`config.mk`:
```
export PLATFORM = sky130hd
export DESIGN_NAME = md5_message_padder_flat
export DESIGN_NICKNAME = d
export VERILOG_FILES = /design/src/rtl/core/md5p_pkg.sv /design/src/rtl/core/md5p_if.sv /design/src/rtl/core/md5_message_padder.sv /design/src/rtl/core/md5p_emit.sv /design/src/flat_wrapper.sv
export SDC_FILE = /design/constraint.sdc
export NUM_CORES = 1
export LEC_CHECK = 0
export BUFFER_PORTS_ARGS = -buffer_cell sky130_fd_sc_hd__buf_2
export CAP_MARGIN = 20
export CORE_AREA = 2 2 175 177
export DETAILED_ROUTE_END_ITERATION = 8
export DIE_AREA = 0 0 177 179
export HOLD_SLACK_MARGIN = 0.06
export PLACE_DENSITY_LB_ADDON = 0.08
export SYNTH_ARGS = -nofsm -noshare
export SYNTH_HDL_FRONTEND = slang
export SYNTH_HIERARCHICAL = 1
export SYNTH_SLANG_ARGS = --single-unit
export TNS_END_PERCENT = 10
```
`constraint.sdc`:
```
create_clock -name i_clk -period 2.9 [get_ports i_clk]
set_input_delay 0.435 -clock i_clk [delete_from_list [all_inputs] [get_ports i_clk]]
set_output_delay 0.435 -clock i_clk [all_outputs]
set_load 0.01 [all_outputs]
```
`src/rtl/core/md5p_pkg.sv`:
```
// md5 message padder package: job record handed from the byte packer to the word sequencer
// and block position constants; no dependencies
package md5p_pkg;

    localparam int WORD_W  = 32;
    localparam int POS_W   = 4;
    localparam int COUNT_W = 61;
    localparam int LEN_W   = 64;

    localparam logic [POS_W-1:0] LEN_LO_POS = 4'd14;
    localparam logic [POS_W-1:0] LEN_HI_POS = 4'd15;
    localparam logic [7:0]       PAD_BYTE   = 8'h80;

    // words still owed for one accepted beat
    typedef struct packed {
        logic              has_data;
        logic [WORD_W-1:0] data_word;
        logic [POS_W-1:0]  data_pos;
        logic              has_tail;
        logic              first_pend;
        logic              low_done;
        logic [WORD_W-1:0] first_word;
        logic [POS_W-1:0]  pos;
        logic [LEN_W-1:0]  bits;
    } t_job;

endpackage

```
`src/rtl/core/md5p_if.sv`:
```
// valid/ready channel interfaces for the md5 message padder
// byte input channel and padded word output channel; no dependencies
interface md5p_in_if;
    logic       valid;
    logic       ready;
    logic [7:0] msg_byte;
    logic       byte_present;
    logic       end_of_message;

    modport source (output valid, output msg_byte, output byte_present,
                    output end_of_message, input ready);
    modport sink   (input valid, input msg_byte, input byte_present,
                    input end_of_message, output ready);
endinterface

interface md5p_out_if;
    logic        valid;
    logic        ready;
    logic [31:0] padded_word;
    logic [3:0]  word_position;
    logic        final_word;

    modport source (output valid, output padded_word, output word_position,
                    output final_word, input ready);
    modport sink   (input valid, input padded_word, input word_position,
                    input final_word, output ready);
endinterface

```
`src/rtl/core/md5_message_padder.sv`:
```
// md5 message padder top level: packs bytes into little-endian words and builds the
// padding and length tail; depends on md5p_pkg, md5p_if and md5p_emit
// path: a completed word passes through the sequencer's job register and then its output register
// throughput: one byte beat per cycle while output is ready; an end beat emits 3 to 19
//   words, one per ready cycle; the sequencer holds input off until its last word leaves
// reset: synchronous active low, clears byte count, partial word and all pending output
module md5_message_padder
    import md5p_pkg::*;
(
    input  logic       i_clk,
    input  logic       i_rst_n,
    md5p_in_if.sink    i_msg,
    md5p_out_if.source o_word
);

    logic [COUNT_W-1:0] r_byte_count, n_byte_count;
    logic [23:0]        r_partial, n_partial;
    logic [1:0]         r_bytes_in_word, n_bytes_in_word;

    logic               job_free;
    logic               accept;
    logic               data_done;
    logic [WORD_W-1:0]  packed_word;
    logic [COUNT_W-1:0] cnt_after;
    logic [23:0]        part_after;
    logic [1:0]         slot_after;
    logic               load;
    t_job               job;

    assign i_msg.ready = job_free;
    assign accept      = i_msg.valid && job_free;

    always_comb begin
        packed_word = {8'd0, r_partial}
                    | ({24'd0, i_msg.msg_byte} << {r_bytes_in_word, 3'b000});
        data_done   = i_msg.byte_present && (r_bytes_in_word == 2'd3);
        cnt_after   = r_byte_count;
        part_after  = r_partial;
        slot_after  = r_bytes_in_word;
        if (i_msg.byte_present) begin
            cnt_after = r_byte_count + 1'b1;
            if (data_done) begin
                part_after = '0;
                slot_after = '0;
            end else begin
                part_after = packed_word[23:0];
                slot_after = r_bytes_in_word + 1'b1;
            end
        end

        job.has_data   = data_done;
        job.data_word  = packed_word;
        job.data_pos   = r_byte_count[5:2];
        job.has_tail   = i_msg.end_of_message;
        job.first_pend = 1'b1;
        job.low_done   = 1'b0;
        job.first_word = {8'd0, part_after}
                       | ({24'd0, PAD_BYTE} << {slot_after, 3'b000});
        job.pos        = cnt_after[5:2];
        job.bits       = {cnt_after, 3'b000};

        load = accept && (data_done || i_msg.end_of_message);

        n_byte_count    = r_byte_count;
        n_partial       = r_partial;
        n_bytes_in_word = r_bytes_in_word;
        if (accept) begin
            if (i_msg.end_of_message) begin
                // message closed, start over for the next one
                n_byte_count    = '0;
                n_partial       = '0;
                n_bytes_in_word = '0;
            end else begin
                n_byte_count    = cnt_after;
                n_partial       = part_after;
                n_bytes_in_word = slot_after;
            end
        end
    end

    always_ff @(posedge i_clk) begin
        if (!i_rst_n) begin
            r_byte_count    <= '0;
            r_partial       <= '0;
            r_bytes_in_word <= '0;
        end else begin
            r_byte_count    <= n_byte_count;
            r_partial       <= n_partial;
            r_bytes_in_word <= n_bytes_in_word;
        end
    end

    md5p_emit u_emit (
        .i_clk      (i_clk),
        .i_rst_n    (i_rst_n),
        .i_load     (load),
        .i_job      (job),
        .o_job_free (job_free),
        .o_word     (o_word)
    );

endmodule

```
`src/rtl/core/md5p_emit.sv`:
```
// md5 padder word sequencer: holds one job and emits its words, one per cycle when
// not stalled, into a registered output; depends on md5p_pkg and md5p_out_if
module md5p_emit
    import md5p_pkg::*;
(
    input  logic        i_clk,
    input  logic        i_rst_n,
    input  logic        i_load,
    input  t_job        i_job,
    output logic        o_job_free,
    md5p_out_if.source  o_word
);

    t_job              r_job, n_job;
    logic              r_out_valid;
    logic [WORD_W-1:0] r_out_word;
    logic [POS_W-1:0]  r_out_pos;
    logic              r_out_final;

    logic              busy;
    logic              out_free;
    logic              emit;
    logic              last;
    logic [WORD_W-1:0] sel_word;
    logic [POS_W-1:0]  sel_pos;
    logic              sel_final;

    assign busy     = r_job.has_data | r_job.has_tail;
    assign out_free = !r_out_valid || o_word.ready;
    assign emit     = busy && out_free;

    always_comb begin
        sel_word  = '0;
        sel_pos   = r_job.pos;
        sel_final = 1'b0;
        last      = 1'b0;
        if (r_job.has_data) begin
            sel_word = r_job.data_word;
            sel_pos  = r_job.data_pos;
            last     = !r_job.has_tail;
        end else if (r_job.first_pend) begin
            sel_word = r_job.first_word;
        end else if (r_job.low_done) begin
            // high length word closes the message
            sel_word  = r_job.bits[LEN_W-1:WORD_W];
            sel_final = 1'b1;
            last      = 1'b1;
        end else if (r_job.pos == LEN_LO_POS) begin
            sel_word = r_job.bits[WORD_W-1:0];
        end
    end

    assign o_job_free = !busy || (last && out_free);

    always_comb begin
        n_job = r_job;
        if (i_load) begin
            n_job = i_job;
        end else if (emit) begin
            if (r_job.has_data) begin
                n_job.has_data = 1'b0;
            end else begin
                n_job.pos        = r_job.pos + 1'b1;
                n_job.first_pend = 1'b0;
                if (!r_job.first_pend && r_job.pos == LEN_LO_POS) begin
                    n_job.low_done = 1'b1;
                end
                if (last) begin
                    n_job.has_tail = 1'b0;
                end
            end
        end
    end

    always_ff @(posedge i_clk) begin
        if (!i_rst_n) begin
            r_job       <= '0;
            r_out_valid <= 1'b0;
        end else begin
            r_job <= n_job;
            if (out_free) begin
                r_out_valid <= emit;
            end
        end
        if (out_free) begin
            r_out_word  <= sel_word;
            r_out_pos   <= sel_pos;
            r_out_final <= sel_final;
        end
    end

    assign o_word.valid         = r_out_valid;
    assign o_word.padded_word   = r_out_word;
    assign o_word.word_position = r_out_pos;
    assign o_word.final_word    = r_out_final;

endmodule

```
`src/flat_wrapper.sv`:
```
// flat-port wrapper written by rule: the top's interface ports become plain ports
module md5_message_padder_flat import md5p_pkg::*;
  (i_clk, i_rst_n, i_msg_valid, i_msg_msg_byte, i_msg_byte_present, i_msg_end_of_message, i_msg_ready, o_word_valid, o_word_padded_word, o_word_word_position, o_word_final_word, o_word_ready);
  md5p_in_if i_msg_i ();
  md5p_out_if o_word_i ();
  input  logic i_clk;
  input  logic i_rst_n;
  input wire logic [$bits(i_msg_i.valid)-1:0] i_msg_valid;
  input wire logic [$bits(i_msg_i.msg_byte)-1:0] i_msg_msg_byte;
  input wire logic [$bits(i_msg_i.byte_present)-1:0] i_msg_byte_present;
  input wire logic [$bits(i_msg_i.end_of_message)-1:0] i_msg_end_of_message;
  output wire logic [$bits(i_msg_i.ready)-1:0] i_msg_ready;
  output wire logic [$bits(o_word_i.valid)-1:0] o_word_valid;
  output wire logic [$bits(o_word_i.padded_word)-1:0] o_word_padded_word;
  output wire logic [$bits(o_word_i.word_position)-1:0] o_word_word_position;
  output wire logic [$bits(o_word_i.final_word)-1:0] o_word_final_word;
  input wire logic [$bits(o_word_i.ready)-1:0] o_word_ready;
  assign i_msg_i.valid = i_msg_valid;
  assign i_msg_i.msg_byte = i_msg_msg_byte;
  assign i_msg_i.byte_present = i_msg_byte_present;
  assign i_msg_i.end_of_message = i_msg_end_of_message;
  assign i_msg_ready = i_msg_i.ready;
  assign o_word_valid = o_word_i.valid;
  assign o_word_padded_word = o_word_i.padded_word;
  assign o_word_word_position = o_word_i.word_position;
  assign o_word_final_word = o_word_i.final_word;
  assign o_word_i.ready = o_word_ready;
  md5_message_padder u_core (.i_clk(i_clk), .i_rst_n(i_rst_n), .i_msg(i_msg_i), .o_word(o_word_i));
endmodule
```
==> reports/qor_table.md, run 1 <==
| Item | This run |
|:---|:---|
| Arrival time at the worst endpoint | 3.18 ns |
| PnR worst setup slack | 0.2101 ns |
| Area grow syn2layout | 14.06% |
| Vias/cell | 5.895 |
| Remaining routing DRC violations | 0 |
| I/O pin count | 53 |
| Vertical die dimension | 179 µm |
| TritonCTS Sinks | 265 |
| Total Wirelength | 40.07 mm |
| Number of nets with antenna violations after detailed routing | 0 |
| Element type at the critical path start | flop |
| Starting DRC count in detailed routing | 895 |
| Fin crit share | 0.9275 |
| Warning count from the yosys run | 6 |
| Final net count | 1516 |
| Die area | 31680 µm² |
| Start of the worst register-to-register path | u_core/r_byte_count[14] |
| Req. time, crit path | 3.39 ns |
| Portion of the post-synthesis area used by sequential elements | 0.4310 |
| Instance count on the critical path | 8 |
| Hold WC Path Type | in2reg |
| CTS Buffer Depth | 3 |
| CP top delay family | simple AND/OR/NAND/NOR gates |
| # hold bufs at CTS | 0 |
| Power density of the placed cells | 539.4 nW/µm² |
| Fin crit period | 2.690 ns |
| Worst path slowest cell | or4_1 |
| Number of pins with negative max-slew slack in the final report | 0 |
| Later-pin clock latency in the skew report | 0.56 ns |
| Total design power | 8.102 mW |
| Placeable core region | 30030 µm² |
| Row count | 64 |
| Place WS | 0.3409 ns |
| CP startpoint | u_core/r_byte_count[14] |
| R2r worst-path depth | 8 |
| Startpoint of the lowest-slack hold path | o_word_ready |
| Maximum vdd drop | 0.4395 mV |
| Worst max-slew margin expressed relative to the limit | 0.5161 |
| Result of the run | finished, final reports clean |
| Setup total negative slack | 0 ns |
| Aggregate global-route resource usage | 0.2489 |
| Number of buffers inserted by port buffering | 52 |
| Flip-flop and latch count after synthesis | 265 |
| Distinct cell type count of the synthesized netlist | 72 |
| Clock Skew | 0.01593 ns |
| Number of hold-slack violations in the final timing report | 0 |
| Die width | 177 µm |
| Largest net degree at the start of global routing | 79 |
| Maximum fanout count along the critical path | 8 |
| RePlAce Congestion | 0.8758 |
| Worst-margin pin slew | 0.7252 ns |
| Synth area leader | dfxtp_1 |
| GR Overflow Total | 0 |
| Area fraction of the dominant cell type after synthesis | 0.3466 |
| Highest-count cells in the layout ignoring fill and taps | nor2_1, dfxtp_1, mux2i_1 |
| DPL Wire Length | 26.11 mm |
| Hold depth | 4 |
| Antenna violations before repair | 1 |
| Number of enable flip-flop cells after synthesis | 37 |
| Category of the critical setup timing path | reg2reg |
| Antenna diode count | 0 |
| Effective utilization at floorplan | 0.4385 |
| Per-cell routed wire length | 20.90 µm |
| Register clock-pin slew on the reported worst setup and hold paths | 0.06 ns |
| Ys async rst share | 0 |
| Setup repair after global routing missed its margin | false |
| Number of instances in the synthesized netlist | 1472 |
| # setup viols final | 0 |
| Htree depth | 1 |
| Most used flip-flop cell after synthesis | dfxtp_1 |
| CP cell instances | nand4_2 -> or4_1 -> nor4_2 -> buf_4 -> nand2_1 -> xnor2_1 -> mux2i_1 -> nor2_1 |
| Clock tree from TritonCTS | yes |
| Wire length of the first global-routing pass | 61.54 mm |
| Post_cts resized | 0 |
| Dominant cells by area after synthesis | dfxtp_1, mux2i_1, edfxtp_1 |
| Achievable clock frequency | 0.3718 GHz |
| Cell at the root of the clock tree | clkbuf_16 |
| Vias in the first global route | 10.28k |
| Total standard cell area after synthesis | 13170 µm² |
| Routed via count | 11.30k |
| Number of buffers and inverters on the critical path | 1 |
| Clock buffers created by TritonCTS | 30 |
| CP Capture Type | flop |
| Share of cells above drive strength 1 | 0.1275 |
| Cell leakage power | 6.014 nW |
| Syn avg cell area | 8.946 µm² |
| Delay of the slowest critical-path stage | 0.63 ns |
| Max-cap violations | 0 |
| Post-CTS Setup Inserts | 0 |
| Detailed-routing iteration count for the pre-antenna-repair pass | 6 |
## sequential cells by signal, indices dropped and copies added (netlist names)
| register | flops |
|---|---|
| u_core/u_emit/r_job | 140 |
| u_core/r_byte_count | 61 |
| u_core/u_emit/o_word.padded_word | 32 |
| u_core/r_partial | 24 |
| u_core/u_emit/o_word.word_position | 4 |
| u_core/r_bytes_in_word | 2 |
| u_core/u_emit/o_word.final_word | 1 |
| u_core/u_emit/o_word.valid | 1 |
## area by class of cell
type	instances	area (µm²)
Fill cell	2829	15010
Multi-Input combinational cell	1059	6884
Sequential cell	265	5675
Timing Repair Buffer	122	898.4
Clock buffer	42	897.1
Tap cell	396	495.5
Clock inverter	13	90.09
Inverter	20	80.08
## cell usage after synthesis (4+ instances only)
| master | number |
|---|---|
| o211ai_1 | 14 |
| and2_1 | 8 |
| o311ai_0 | 8 |
| nand2b_1 | 4 |
| and4_1 | 12 |
| dfxtp_1 | 228 |
| a21oi_1 | 43 |
| edfxtp_1 | 37 |
| nor2b_1 | 7 |
| nand3b_1 | 34 |
| ha_1 | 4 |
| a22oi_1 | 59 |
| o21ai_0 | 30 |
| nand2_1 | 65 |
| and3_1 | 28 |
| o211a_1 | 22 |
| a31oi_1 | 50 |
| clkbuf_1 | 99 |
| buf_1 | 5 |
| nand3_1 | 48 |
| buf_2 | 27 |
| inv_1 | 18 |
| nand4_1 | 31 |
| buf_6 | 4 |
| nor3_1 | 26 |
| nor2_1 | 229 |
| a21o_1 | 25 |
| a32o_1 | 7 |
| nor4_1 | 14 |
| xor2_1 | 23 |
| mux2i_1 | 134 |
| or3_1 | 18 |
| a32oi_1 | 4 |
| xnor2_1 | 37 |
| or4_1 | 9 |
## cells by family (layout without fill, tap and decap cells)
family	count (synthesis)	in the layout	share of synthesized area
multiplexers	137	137	0.1044
XOR/XNOR	60	60	0.03990
AO/OA/AOI/OAI	297	297	0.1611
flip-flops	265	265	0.4310
AND/OR/NAND/NOR	549	549	0.2086
other	2	12	0.0005703
adder cells (fa/ha/maj)	4	4	0.003801
buffers and inverters	158	197	0.05055
## where the power goes
group | leakage, nW | internal, mW | switching [mW]
Combinational | 3.24 | 0.177 | 0.367
Sequential | 2.29 | 3.77 | 0.0238
Clock | 0.489 | 2.22 | 1.54
Total | 6.01 | 6.17 | 1.93
## through the flow
stage	instances	util	hold WS (ns)	area, µm²
after floorplan	1482	-	0.4544	13210
after global placement	1862	0.4673	0.4729	14030
after detailed placement	1862	0.4673	0.4811	14030
after CTS	1917	0.5002	0.2154	15020
after global routing	1917	0.5002	0.2365	15020
final	1917	0.5002	0.2420	15020
## metal layers
layer  routed length (µm)  GRT usage
met1                19080     0.3636
met5                   13          0
met4                  667    0.05510
met2                18260     0.3936
met3                 2044    0.02863
## worst register-to-register path: cells and delay by family, from the launching register on
family | cells | cell delay, ns
xor gates and xnor gates | 1 | 0.46
buffers and inverters | 1 | 0.21
DFF | 1 | 0.47
muxes | 1 | 0.16
and+or+nand+nor | 5 | 1.33
## final timing paths
kind / to / slack, ns
worst min register to register: u_core/u_emit/r_job[86] / 0.49
worst max-delay path: u_core/u_emit/r_job[40] / 0.21
worst min-delay path: u_core/u_emit/r_job[139] / 0.24
worst max register to register: u_core/u_emit/r_job[40] / 0.21
No activity file was read; power rests on OpenSTA's default activity.
==> run 2: changes to the inputs <==
==> constraint.sdc (replaced) <==
create_clock -name i_clk -period 2.9 [get_ports i_clk]
set_input_delay 0.435 -clock i_clk [delete_from_list [all_inputs] [get_ports i_clk]]
set_output_delay 0.435 -clock i_clk [all_outputs]
set_load 0.1 [all_outputs]
==> reports/qor_table.md, run 2 (synthesis gave the netlist of run 1 again) <==
| Item | This run |
|:---|:---|
| Routed via count | 11.22k |
| GR Overflow Total | 0 |
| Hold WC Path Type | in2reg |
| Place WS | 0.3109 ns |
| CTS Buffer Depth | 3 |
| Final net count | 1513 |
| Fin crit period | 2.610 ns |
| Non-filler instance count after layout | 1916 |
| Worst max-slew margin expressed relative to the limit | 0.4713 |
| Register clock-pin slew on the reported worst setup and hold paths | 0.06 ns |
| Final core utilization | 0.5008 |
| Maximum vdd drop | 0.4514 mV |
| Effective utilization at floorplan | 0.4385 |
| RePlAce Congestion | 0.8866 |
| Share of total power in combinational logic | 0.082 |
| Cell at the root of the clock tree | clkbuf_16 |
| Die width | 177 µm |
| Layout filler cell count | 2894 |
| Htree depth | 1 |
| Share of cells above drive strength 1 | 0.1257 |
| Fin crit share | 0.9000 |
| Power Internal | 6.199 mW |
| Area after detailed placement | 14050 µm² |
| Starting DRC count in detailed routing | 830 |
| Largest net degree at the start of global routing | 98 |
| Antenna violations before repair | 1 |
| Area grow syn2layout | 14.20% |
| PnR worst setup slack | 0.2901 ns |
| TritonCTS Sinks | 265 |
| Max-cap violations | 0 |
| Later-pin clock latency in the skew report | 0.55 ns |
| Sw power | 2.057 mW |
| Per-cell routed wire length | 20.86 µm |
| Maximum fanout count along the critical path | 8 |
| DPL Wire Length | 26.35 mm |
| Detailed-routing iteration count for the pre-antenna-repair pass | 8 |
| I/O pin count | 53 |
| Largest reg by FF count | u_core/u_emit/r_job |
| CP Capture Type | flop |
| Post-CTS Setup Inserts | 0 |
| Sequential group share of total power | 0.459 |
| Cell leakage power | 6.013 nW |
| Req. time, crit path | 3.32 ns |
| Number of nets with antenna violations after detailed routing | 0 |
| # setup viols final | 0 |
| Power density of the placed cells | 549.0 nW/µm² |
| Number of buffers inserted by port buffering | 52 |
| Vias/cell | 5.856 |
| Number of hold-slack violations in the final timing report | 0 |
| Flip-flop count of the largest register after layout | 140 |
| Die area | 31680 µm² |
| Wire length of the first global-routing pass | 61.68 mm |
| Total Wirelength | 39.98 mm |
| Clock tree from TritonCTS | yes |
| Row count | 64 |
| Result of the run | finished, final reports clean |
| Remaining routing DRC violations | 0 |
| Arrival time at the worst endpoint | 3.03 ns |
| Highest-count cells in the layout ignoring fill and taps | nor2_1, dfxtp_1, mux2i_1 |
| Total instance count after detailed placement | 1859 |
| Post-Layout Inst Area | 15040 µm² |
| Vias in the first global route | 10.45k |
| Vertical die dimension | 179 µm |
| Net Sw Frac | 0.2491 |
| Placeable core region | 30030 µm² |
| Most common library cell in the layout ignoring fill and taps | nor2_1 |
| Post_cts resized | 0 |
| Element type at the critical path start | flop |
| Setup repair after global routing missed its margin | false |
| Achievable clock frequency | 0.3832 GHz |
| Clk network pwr share | 0.459 |
| Clock Skew | 0.009340 ns |
| Worst-margin pin slew | 0.7922 ns |
| Setup total negative slack | 0 ns |
| Number of pins with negative max-slew slack in the final report | 0 |
| # hold bufs at CTS | 0 |
| Aggregate global-route resource usage | 0.2502 |
| Clock buffers created by TritonCTS | 30 |
| Category of the critical setup timing path | reg2reg |
-- run 2: stage by stage --
step           hold slack (ns)  power, mW
6_report                0.2418      8.256
5_1_grt                 0.2593      8.533
4_1_cts                 0.2297      8.328
3_5_place_dp            0.4817      4.543
3_3_place_gp            0.4729      4.542
2_1_floorplan           0.4544      4.335
-- run 2: area by class of cell --
class	count	area, µm²	area share
multi-input combinational	1059	6892	0.4582
sequential	265	5679	0.3776
timing repair buffer	119	900.9	0.05990
clock buffer	43	870.8	0.05790
tap	396	495.5	0.03295
clock inverter	13	113.9	0.007571
inverter	20	85.08	0.005657
antenna	1	2.502	0.0001664
-- run 2: per-layer routing --
layer  track usage  vias to the layer above  share of wire
met2        0.3923                      326           0.44
met3       0.03096                       58          0.053
met4       0.07507                        0          0.025
met1        0.3594                     5434           0.48
met5             0                        -              0
li1              -                     5403              -
-- run 2: final timing paths --
path / startpoint / cells after the start / to / slack (ns)
min reg2reg: u_core/u_emit/r_job[14] / 2 / u_core/u_emit/r_job[14] / 0.49
max reg2reg: u_core/r_byte_count[14] / 7 / u_core/u_emit/r_job[61] / 0.29
max: u_core/r_byte_count[14] / 7 / u_core/u_emit/r_job[61] / 0.29
min: o_word_ready / 4 / u_core/u_emit/r_job[139] / 0.24
-- run 2: power by group through the flow --
stage                     clock (mW)  sequential [mW]  combinational [mW]
final                           3.79             3.79               0.675
after global placement             0             3.87               0.673
after detailed placement           0             3.87               0.673
after global routing            4.03             3.79               0.713
after CTS                       3.86             3.79               0.674
after floorplan                    0             3.99               0.343
-- run 2: worst max-delay path, cell delays in order (launching register included) --
cell     delay, ns
dfxtp_1       0.47
nand4_2       0.22
or4_4         0.56
or4_1         0.62
or2_4         0.30
xnor2_1       0.12
mux2i_1       0.13
nor2_1        0.05
==> run 3: changes to the inputs <==
--- a/config.mk
+++ b/config.mk
@@ -8,6 +8,7 @@
 export BUFFER_PORTS_ARGS = -buffer_cell sky130_fd_sc_hd__buf_2
 export CAP_MARGIN = 20
 export CORE_AREA = 2 2 175 177
+export CTS_CLUSTER_SIZE = 25
 export DETAILED_ROUTE_END_ITERATION = 8
 export DIE_AREA = 0 0 177 179
 export HOLD_SLACK_MARGIN = 0.06
==> constraint.sdc (replaced) <==
create_clock -name i_clk -period 2.9 [get_ports i_clk]
set_input_delay 0.145 -clock i_clk [delete_from_list [all_inputs] [get_ports i_clk]]
set_output_delay 0.145 -clock i_clk [all_outputs]
set_load 0.1 [all_outputs]
==> reports/qor_table.md, run 3 (synthesis gave the netlist of run 1 again) <==
| Item | This run |
|:---|:---|
| Result of the run | finished, final reports clean |
| Share of cells above drive strength 1 | 0.1202 |
| Flip-flop count of the largest register after layout | 140 |
| Die area | 31680 µm² |
| Req. time, crit path | 3.33 ns |
| Hold depth | 4 |
| Met3 demand-to-capacity share in global routing | 0.03350 |
| Area after detailed placement | 13990 µm² |
| Register clock-pin slew on the reported worst setup and hold paths | 0.06 ns |
| Total Wirelength | 40.33 mm |
| Top Usage Layer GRT | met2 |
| Htree depth | 1 |
| Later-pin clock latency in the skew report | 0.55 ns |
| Power density of the placed cells | 544.2 nW/µm² |
| Largest net degree at the start of global routing | 62 |
| Vias/cell | 5.888 |
| PnR worst setup slack | 0.2961 ns |
| R2r worst-path depth | 7 |
| I/O pin count | 53 |
| Sink of the worst hold path | u_core/u_emit/r_job[126] |
| Terminus of the critical flop-to-flop path | u_core/u_emit/r_job[61] |
| GR Overflow Total | 0 |
| Vertical die dimension | 179 µm |
| Total design power | 8.148 mW |
| Max-cap violations | 0 |
| Fin crit period | 2.604 ns |
| Total instance count after detailed placement | 1852 |
| Area grow syn2layout | 13.69% |
| Antenna violations before repair | 2 |
| Wire length of the first global-routing pass | 62.16 mm |
| Cell at the root of the clock tree | clkbuf_16 |
| Setup total negative slack | 0 ns |
| RePlAce Congestion | 0.8493 |
| Arrival time at the worst endpoint | 3.04 ns |
| Maximum vdd drop | 0.4737 mV |
| Largest reg by FF count | u_core/u_emit/r_job |
| Per-cell routed wire length | 21.10 µm |
| Category of the critical setup timing path | reg2reg |
| CP Capture Type | flop |
| Placeable core region | 30030 µm² |
| Clock Skew | 0.01383 ns |
| Starting DRC count in detailed routing | 979 |
| Post-Layout Inst Area | 14970 µm² |
| Number of hold-slack violations in the final timing report | 0 |
| Met1 Use GR | 0.3645 |
| Number of buffers inserted by port buffering | 52 |
| Final core utilization | 0.4986 |
| Maximum fanout count along the critical path | 8 |
| Place WS | 0.3297 ns |
| Final net count | 1509 |
| Worst hold slack | 0.1390 ns |
| # setup viols final | 0 |
| Number of nets with antenna violations after detailed routing | 0 |
| Routed via count | 11.25k |
| Vias in the first global route | 10.44k |
| Remaining routing DRC violations | 0 |
| Startpoint of the lowest-slack hold path | i_msg_msg_byte[3] |
| Post-CTS Setup Inserts | 0 |
| TritonCTS Sinks | 265 |
| Start of the worst register-to-register path | u_core/r_byte_count[14] |
| Achievable clock frequency | 0.3840 GHz |
| Non-filler instance count after layout | 1911 |
| Most common library cell in the layout ignoring fill and taps | nor2_1 |
| R2R Setup Slk | 0.30 ns |
| Setup repair after global routing missed its margin | false |
| Row count | 64 |
| Highest-count cells in the layout ignoring fill and taps | nor2_1, dfxtp_1, mux2i_1 |
| CTS Buffer Depth | 3 |
| Clock tree from TritonCTS | yes |
| Fin crit share | 0.8979 |
| Die width | 177 µm |
| M2 GR Usage | 0.3954 |
| Aggregate global-route resource usage | 0.2528 |
| Effective utilization at floorplan | 0.4385 |
| Clock buffers created by TritonCTS | 30 |
| Detailed-routing iteration count for the pre-antenna-repair pass | 8 |
| Hold WC Path Type | in2reg |
| Worst max-slew margin expressed relative to the limit | 0.4180 |
| DPL Wire Length | 26.35 mm |
| Worst-margin pin slew | 0.8651 ns |
| Cell leakage power | 5.964 nW |
| Number of pins with negative max-slew slack in the final report | 0 |
| Element type at the critical path start | flop |
## run 3: cell types whose count changed in the layout (fill, tap and decap cells not counted)
cell	previous run	this run
buf_12	11	10
dlygate4sd3_1	0	3
clkinvlp_4	0	1
clkinv_1	4	2
bufinv_16	2	1
inv_6	1	0
buf_4	56	50
clkinv_2	6	5
clkbuf_1	7	10
## run 3: critical path: stages (launching register included)
cell and delay, ns:
dfxtp_1 0.48, nand4_2 0.22, or4_4 0.56, or4_1 0.63
or2_4 0.30, xnor2_1 0.13, mux2i_1 0.13, nor2_1 0.05
## run 3: cell type report
cell class	count	area (µm²)
antenna	1	2.502
clock buffer	46	882.1
clock inverter	9	70.07
fill	2843	15060
inverter	20	85.08
multi-input combinational	1059	6892
sequential	265	5679
tap	396	495.5
timing repair buffer	115	865.8
## run 3: where the power goes
group | total [mW] | switching (mW) | leakage (nW) | internal [mW]
Clock | 3.68 | 1.51 | 0.467 | 2.17
Sequential | 3.79 | 0.0236 | 2.29 | 3.77
Combinational | 0.681 | 0.497 | 3.21 | 0.184
Total | 8.15 | 2.03 | 5.96 | 6.11
## run 3: what timing repair did
item / 4_1_cts / 5_1_grt
gates resized for setup: 0 / 0
hold endpoints to repair: 8 / 0
hold buffers: 3 / 0
## run 3: how the worst max path moves through the flow
stage	end	startpoint	slack (ns)
2_1_floorplan	u_core/u_emit/r_job[53]	u_core/u_emit/o_word.valid	0.01
3_3_place_gp	u_core/u_emit/r_job[61]	u_core/r_byte_count[14]	0.36
3_5_place_dp	u_core/u_emit/r_job[61]	u_core/r_byte_count[14]	0.33
4_1_cts	u_core/u_emit/r_job[61]	u_core/r_byte_count[14]	0.32
5_1_grt	u_core/u_emit/r_job[51]	u_core/r_byte_count[14]	0.13
6_report	u_core/u_emit/r_job[61]	u_core/r_byte_count[14]	0.30
## run 3: metal layers
layer  vias up  share of wire
met5         -        0.00032
met4         2          0.024
met3        61          0.054
met2       307           0.44
met1      5491           0.48
li1       5391              -
